--- src/design/swdc_pkg.sv ---
`timescale 1ns / 1ps
// Shared constants and types of the sliding-window distinct colour counter.
package swdc_pkg;

  // fixed field widths of the channels
  localparam int COLOR_W  = 10;
  localparam int LEN_W    = 11;
  localparam int START_W  = 20;
  localparam int OUTCNT_W = 11;
  localparam int ITEMS_W  = START_W + 1;

  localparam logic [ITEMS_W-1:0] ITEMS_MAX = '1;
  localparam logic [START_W-1:0] START_MAX = '1;

  // result queue
  localparam int OUTQ_DEPTH = 4;
  localparam int OUTQ_PTR_W = $clog2(OUTQ_DEPTH);
  localparam int OUTQ_LVL_W = $clog2(OUTQ_DEPTH + 1);

  // per-beat control from the accept stage to the count pipeline
  typedef struct packed {
    logic               valid;
    logic               filled;
    logic               emit;
    logic [START_W-1:0] start;
  } issue_t;

  // count store sweep control
  typedef struct packed {
    logic active;
    logic restart;
  } clear_t;

  typedef struct packed {
    logic [START_W-1:0]  window_start;
    logic [OUTCNT_W-1:0] distinct_count;
    logic [OUTCNT_W-1:0] max_distinct;
  } result_t;

endpackage

--- src/design/swdc_outq.sv ---
`timescale 1ns / 1ps
// Small result queue between the count pipeline and the result channel.
module swdc_outq import swdc_pkg::*; (
  input  logic                  clk,
  input  logic                  rst,
  input  logic                  push,
  input  result_t               push_data,
  output logic [OUTQ_LVL_W-1:0] level,
  output logic                  out_valid,
  output result_t               out_data,
  input  logic                  out_ready
);

  result_t               slots [OUTQ_DEPTH];
  logic [OUTQ_PTR_W-1:0] head;
  logic [OUTQ_PTR_W-1:0] tail;
  logic                  pop;

  assign out_valid = level != '0;
  assign out_data  = slots[head];
  assign pop       = out_valid && out_ready;

  always_ff @(posedge clk) begin
    if (rst) begin
      head  <= '0;
      tail  <= '0;
      level <= '0;
    end else begin
      if (push) begin
        tail <= tail + OUTQ_PTR_W'(1);
      end
      if (pop) begin
        head <= head + OUTQ_PTR_W'(1);
      end
      level <= level + OUTQ_LVL_W'(push) - OUTQ_LVL_W'(pop);
    end
  end

  always_ff @(posedge clk) begin
    if (push) begin
      slots[tail] <= push_data;
    end
  end

  a_no_overflow: assert property (@(posedge clk) disable iff (rst)
    push |-> (32'(level) < OUTQ_DEPTH) || pop)
    else $error("result queue overflow");

endmodule
--- config.mk ---
export PLATFORM = sky130hd
export DESIGN_NAME = swdc_outq
export DESIGN_NICKNAME = d
export VERILOG_FILES = /design/src/design/swdc_pkg.sv /design/src/design/swdc_outq.sv
export SDC_FILE = /design/constraint.sdc
export NUM_CORES = 1
export LEC_CHECK = 0
export CAP_MARGIN = 0
export CORE_MARGIN = 1
export CORE_UTILIZATION = 39
export CTS_CLUSTER_SIZE = 28
export DETAILED_ROUTE_END_ITERATION = 6
export DONT_BUFFER_PORTS = 1
export PLACE_DENSITY = 0.64
export SYNTH_ARGS = -nofsm -noshare
export SYNTH_HDL_FRONTEND = slang
export SYNTH_SLANG_ARGS = --single-unit
--- constraint.sdc ---
create_clock -name clk -period 1.9 [get_ports clk]
set_input_delay 0.285 -clock clk [delete_from_list [all_inputs] [get_ports clk]]
set_output_delay 0.285 -clock clk [all_outputs]
set_load 0.005 [all_outputs]
==> impl_metrics.py, run 1 <==
metrics = {
    "yosys": {
        "synth_top_area_share_pct": 76.6,
        "syn_nets": 318,
        "synth-seq-area-share_pct": 79.4,
        "synth_area_per_cell_um2": 24.8,
        "synth.area.top_cells": "edfxtp_1 77%, mux4_2 14%, dfxtp_1 2.7%",
        "netlist_area_mm2": 0.00658,
        "ys_ff_latch": 177,
        "postSynth.asyncResetShare_pct": 0,
        "synth_edf_count": 168,
        "yosysTopAreaCell": "edfxtp_1",
        "yosys_warnings": 0,
        "synthCells": 265,
        "synthFlopType": "edfxtp_1",
        "synthDistinctLibCells": 21,
    },
    "cells_and_area": {
        "synthToLayoutAreaGrowth_pct": 20.2,
        "antenna_cells": 0,
        "stdcell_count": 565,
        "finalNetCount": 385,
        "drive_above_1_share_pct": 27.8,
        "fillers": 1378,
        "final_common_cell": "edfxtp_1",
        "fin_util_pct": 47.9,
        "final_cell_mix": "168 x edfxtp_1, 44 x dlygate4sd3_1, 42 x mux4_2",
    },
    "clocking": {
        "cts_buffer_depth": 2,
        "cts.sinks": 177,
        "clk_pin_slew_ns": 0.06,
        "htreeDepth": 4,
        "clk_latency_ns": 0.42,
        "tritoncts": "built",
        "numCtsBuffers": 17,
        "cts_root_buffer": "clkbuf_16",
    },
    "sta": {
        "hold_ws_ns": 0.0263,
        "setup_ws_ns": 0.0359,
        "finalSetupViolCount": 0,
        "worst_slew_pin_slew_ns": 0.669,
        "slew_viol_final": 0,
        "max_freq_ghz": 0.536,
        "relSlewSlack_pct": 55.4,
        "layout_min_cycle_time_ns": 1.86,
        "rsz0062_at_grt": "true",
        "hold_violations": 0,
        "timing.final.crit_share_pct": 98.1,
        "fin_skew_ns": 0.00582,
    },
    "power": {
        "internal-power_mw": 7.01,
        "sw_frac_of_total_pct": 23.7,
        "power.density_mw_per_mm2": 1160,
        "power_switching_mw": 2.18,
        "ir_drop_mv": 0.694,
        "combPwrFrac_pct": 16.9,
        "clkPwrFrac_pct": 33.2,
        "p_leak_nw": 2.53,
        "pwr-share-seq_pct": 49.9,
    },
    "setup_path": {
        "critPathBufInv": 1,
        "cp_top_family": "multiplexers",
        "crit_slowest_cell": "mux4_2",
        "reg2reg_slack_ns": 0.07,
        "crit_arrival_ns": 1.58,
        "path_cells": "buf_12 > mux4_2",
        "critPathKind": "reg2out",
        "path_max_fanout": 16,
        "worstPathRequired_ns": 1.62,
        "endpoint_kind": "primary output",
        "crit_path_start_kind": "flip-flop",
        "cpPeakStageDelay_ns": 0.56,
    },
    "drt": {
        "drc": 0,
        "vias_per_cell": 5.04,
        "first_pass_iters": 4,
        "drt_iter0_markers": 200,
        "routedWlPerCell_um": 19.8,
        "vias": 2847,
        "wl_mm": 11.2,
        "postRouteAntennaNets": 0,
    },
    "floorplan": {
        "coreArea_mm2": 0.0165,
        "dieArea_mm2": 0.0174,
        "placement_rows": 47,
        "io_pins": 92,
        "dieHeight_um": 132,
        "start_util_pct": 39.8,
        "die_w_um": 132,
    },
    "place": {
        "pre_cts_ws_ns": 0.0882,
        "dp_cells": 487,
        "gp_congestion": 0.687,
        "port_buffers": 0,
        "place_hpwl_mm": 6.48,
    },
    "global_route": {
        "antenna_found_initial": 1,
        "grt-ovfl-total": 0,
        "grt_pass1_vias": 3035,
        "grt_pass1_wl_mm": 17.4,
        "grt_usage_pct": 13.9,
        "grt_max_degree": 43,
    },
    "min_path": {
        "hold_class": "in2reg",
    },
    "outcome": {
        "outcome": "finished, final reports clean",
    },
    "run": {
        "maxCapViolations": 0,
    },
}
flip-flops by register name (all words and copies together) (netlist names), named ones only:
register  flops
head          2
slots       168
tail          2
level         3
power groups by stage:
stage / sequential [mW] / clock, mW / combinational [mW]
finish: 4.59 / 3.05 / 1.56
detailed placement: 4.71 / 0 / 1.39
floorplan: 4.65 / 0 / 1.17
global route: 4.60 / 3.32 / 1.70
CTS: 4.59 / 3.16 / 1.58
global placement: 4.70 / 0 / 1.36
cells by family after synthesis:
kind of cell | after synthesis | share of synthesized area [%]
DFF | 177 | 79.4
muxes | 46 | 15.1
xor gates and xnor gates | 2 | 0.494
adders and majority gates | 7 | 1.44
and+or+nand+nor | 14 | 1.14
buffers and inverters | 17 | 2.15
AOI/OAI and AO/OA | 2 | 0.266
metal layers:
layer	global-route usage (%)	wire length, um	up-vias	share of wire [%]
met3	4.73	571	16	5.1
met1	17.3	4880	1514	44
met4	6.40	211	2	1.9
li1	-	-	1244	-
met5	0	13	-	0.12
met2	21.8	5490	71	49
cell usage after synthesis (2+ instances only):
cell type  instances
edfxtp_1         168
mux4_2            40
dfxtp_1            9
ha_1               6
inv_1              6
nor2_1             5
and2_1             4
buf_12             4
buf_2              4
nor2b_1            4
mux2_2             3
clkbuf_1           2
mux4_1             2
layout make-up:
type | count | area, um^2 | area share, %
Sequential cell | 177 | 5230 | 66.1
Multi-Input combinational cell | 71 | 1220 | 15.4
Inverter | 6 | 22.5 | 0.285
Clock inverter | 15 | 93.8 | 1.19
Tap cell | 220 | 275 | 3.48
Clock buffer | 17 | 425 | 5.38
Timing Repair Buffer | 59 | 644 | 8.14
through the flow:
stage	power (mW)	cell area (um^2)	TNS, ns
after floorplan	5.82	6590	0
after global placement	6.06	6920	0
after detailed placement	6.10	6920	0
after CTS	9.33	7900	-0.0393
after global routing	9.63	7910	-0.414
final	9.20	7910	0
worst paths after layout:
| path | cells after the start | start | end |
|---|---|---|---|
| hold reg to reg | 2 | tail[1]$_SDFFE_PP0P_ | tail[1]$_SDFFE_PP0P_ |
| setup / recovery | 2 | flip-flop | out_data[37] |
| setup reg to reg | 6 | level[2]$_SDFF_PP0_ | level[1]$_SDFF_PP0_ |
| hold / removal | 2 | push | tail[1]$_SDFFE_PP0P_ |
repair_timing:
item,in CTS,in global routing
setup endpoints to repair,33,32
hold buffers,44,0
endpoints found under the hold margin,173,0
setup buffers,1,1
resized for setup,2,3
pin swaps,0,1
(Power assumes the default switching activity.)
==> run 2: changes to the inputs <==
- PLACE_DENSITY: 0.64 -> default
- clock period: 1.9 -> 2.1 ns (I/O delays scaled with it)
==> run 2 against run 1 <==
Effect of this change: routed wire length up 1.8%; first-iteration DRC count down 33%; flip-flop and latch count unchanged; clock power up 7%; hold slack better by 0.016 ns; sequential power down 8.7%.
==> impl_metrics.py, run 2 (synthesis results as in run 1) <==
metrics = {
    "outcome": {
        "outcome": "finished, final reports clean",
    },
    "sta": {
        "hold_violations": 0,
        "worst_slew_pin_slew_ns": 0.423,
        "finalSetupViolCount": 0,
        "relSlewSlack_pct": 71.8,
        "rsz0062_at_grt": "false",
        "fin_skew_ns": 0.00553,
        "timing.final.crit_share_pct": 93.8,
        "max_freq_ghz": 0.508,
        "slew_viol_final": 0,
        "layout_min_cycle_time_ns": 1.97,
        "setup-tns-final_ns": 0,
    },
    "cells_and_area": {
        "final_cell_mix": "168 x edfxtp_1, 43 x dlygate4sd3_1, 40 x mux4_2",
        "stdcell_count": 565,
        "drive_above_1_share_pct": 27.0,
        "regMostFlops": "slots",
        "finalNetCount": 384,
        "fin_util_pct": 48.1,
        "synthToLayoutAreaGrowth_pct": 20.7,
        "largestRegisters": "slots: 168 flops, level: 3 flops",
        "final_common_cell": "edfxtp_1",
        "fillers": 1355,
        "final_area_mm2": 0.00795,
        "largest_reg_flops": 168,
    },
    "drt": {
        "drt_iter0_markers": 134,
        "vias": 2792,
        "wl_mm": 11.4,
        "routedWlPerCell_um": 20.1,
        "first_pass_iters": 4,
        "postRouteAntennaNets": 0,
        "vias_per_cell": 4.94,
        "drc": 0,
    },
    "setup_path": {
        "reg2reg_slack_ns": 0.14,
        "crit_arrival_ns": 1.65,
        "cp_num_cells": 2,
        "cp_top_family": "multiplexers",
        "cpPeakStageDelay_ns": 0.58,
        "critPathBufInv": 1,
        "reg2reg_depth": 7,
        "crit_path_end": "out_data[41]",
        "critPathKind": "reg2out",
        "path_cells": "buf_12 > mux4_1",
        "r2r_start": "level[1]$_SDFF_PP0_",
        "crit_path_start_kind": "flip-flop",
        "worstPathRequired_ns": 1.78,
        "endpoint_kind": "primary output",
        "path_max_fanout": 8,
        "r2r_end": "level[2]$_SDFF_PP0_",
        "crit_slowest_cell": "mux4_1",
    },
    "floorplan": {
        "die_w_um": 132,
        "placement_rows": 47,
        "coreArea_mm2": 0.0165,
        "io_pins": 92,
        "dieArea_mm2": 0.0174,
        "start_util_pct": 39.8,
        "dieHeight_um": 132,
    },
    "clocking": {
        "cts_buffer_depth": 2,
        "cts_resized": 0,
        "cts_root_buffer": "clkbuf_16",
        "clk_latency_ns": 0.42,
        "clk_pin_slew_ns": 0.06,
        "cts.sinks": 177,
        "htreeDepth": 4,
        "numCtsBuffers": 17,
        "tritoncts": "built",
    },
    "min_path": {
        "hold_depth": 2,
        "hold_class": "in2reg",
    },
    "power": {
        "power.density_mw_per_mm2": 1100,
        "p_leak_nw": 2.56,
        "power_mw": 8.75,
        "ir_drop_mv": 0.571,
    },
    "global_route": {
        "grt-ovfl-total": 0,
        "grt_pass1_vias": 3042,
        "grt_pass1_wl_mm": 17.9,
        "grt_max_degree": 27,
        "grt_usage_pct": 14.3,
        "antenna_found_initial": 1,
    },
    "place": {
        "gp_congestion": 0.695,
        "port_buffers": 0,
        "dp_cells": 487,
        "place_hpwl_mm": 6.72,
        "dpl_cell_area_mm2": 0.00687,
    },
    "run": {
        "maxCapViolations": 0,
    },
}
-- run 2: cell types whose count changed in the layout (fill, tap and decap cells not counted), moves of 2 or more --
cell / previous run / this run
bufinv_16: 0 / 4
buf_12: 7 / 3
mux4_2: 42 / 40
buf_4: 7 / 12
mux4_1: 0 / 2
-- run 2: metal layers --
metal,vias up,share of wire (%),track usage (%)
met5,-,0,0
met4,0,1.7,6.59
met2,72,49,22.3
met3,13,5.1,4.46
met1,1464,45,18.5
li1,1243,-,-
-- run 2: area by class of cell --
class / instances / area (um^2) / share of cell area (%)
timing repair buffer: 58 / 581 / 7.30
clock inverter: 15 / 189 / 2.38
multi-input combinational: 71 / 1220 / 15.4
clock buffer: 17 / 425 / 5.35
inverter: 6 / 22.5 / 0.283
sequential: 177 / 5230 / 65.8
tap: 220 / 275 / 3.46
antenna: 1 / 2.50 / 0.0315
-- run 2: worst min path at each step --
stage / from / to / slack [ns]
after floorplan: push_data[0] / slots[0][0]$_DFFE_PP_ / 0.41
after global placement: rst / tail[0]$_SDFFE_PP0P_ / 0.39
after detailed placement: rst / level[0]$_SDFF_PP0_ / 0.39
after CTS: push / tail[0]$_SDFFE_PP0P_ / 0.02
after global routing: push / tail[0]$_SDFFE_PP0P_ / 0.05
final: push / tail[0]$_SDFFE_PP0P_ / 0.04
-- run 2: power by group --
part / switching [mW] / leakage, nW / internal [mW]
clock network: 1.26 / 0.300 / 1.98
logic: 0.593 / 0.644 / 0.718
registers: 0.111 / 1.62 / 4.08
-- run 2: timing repair --
action                     in CTS  in global routing
setup endpoints to repair      30                  0
hold endpoints to repair      173                  0
setup buffers                   2                  0
hold buffers                   43                  0
-- run 2: through the flow --
stage | hold WS, ns | worst slack, ns
finish | 0.0425 | 0.130
global route | 0.0520 | 0.0354
CTS | 0.0217 | 0.0726
global placement | 0.389 | 0.212
detailed placement | 0.391 | 0.136
floorplan | 0.414 | 0.142
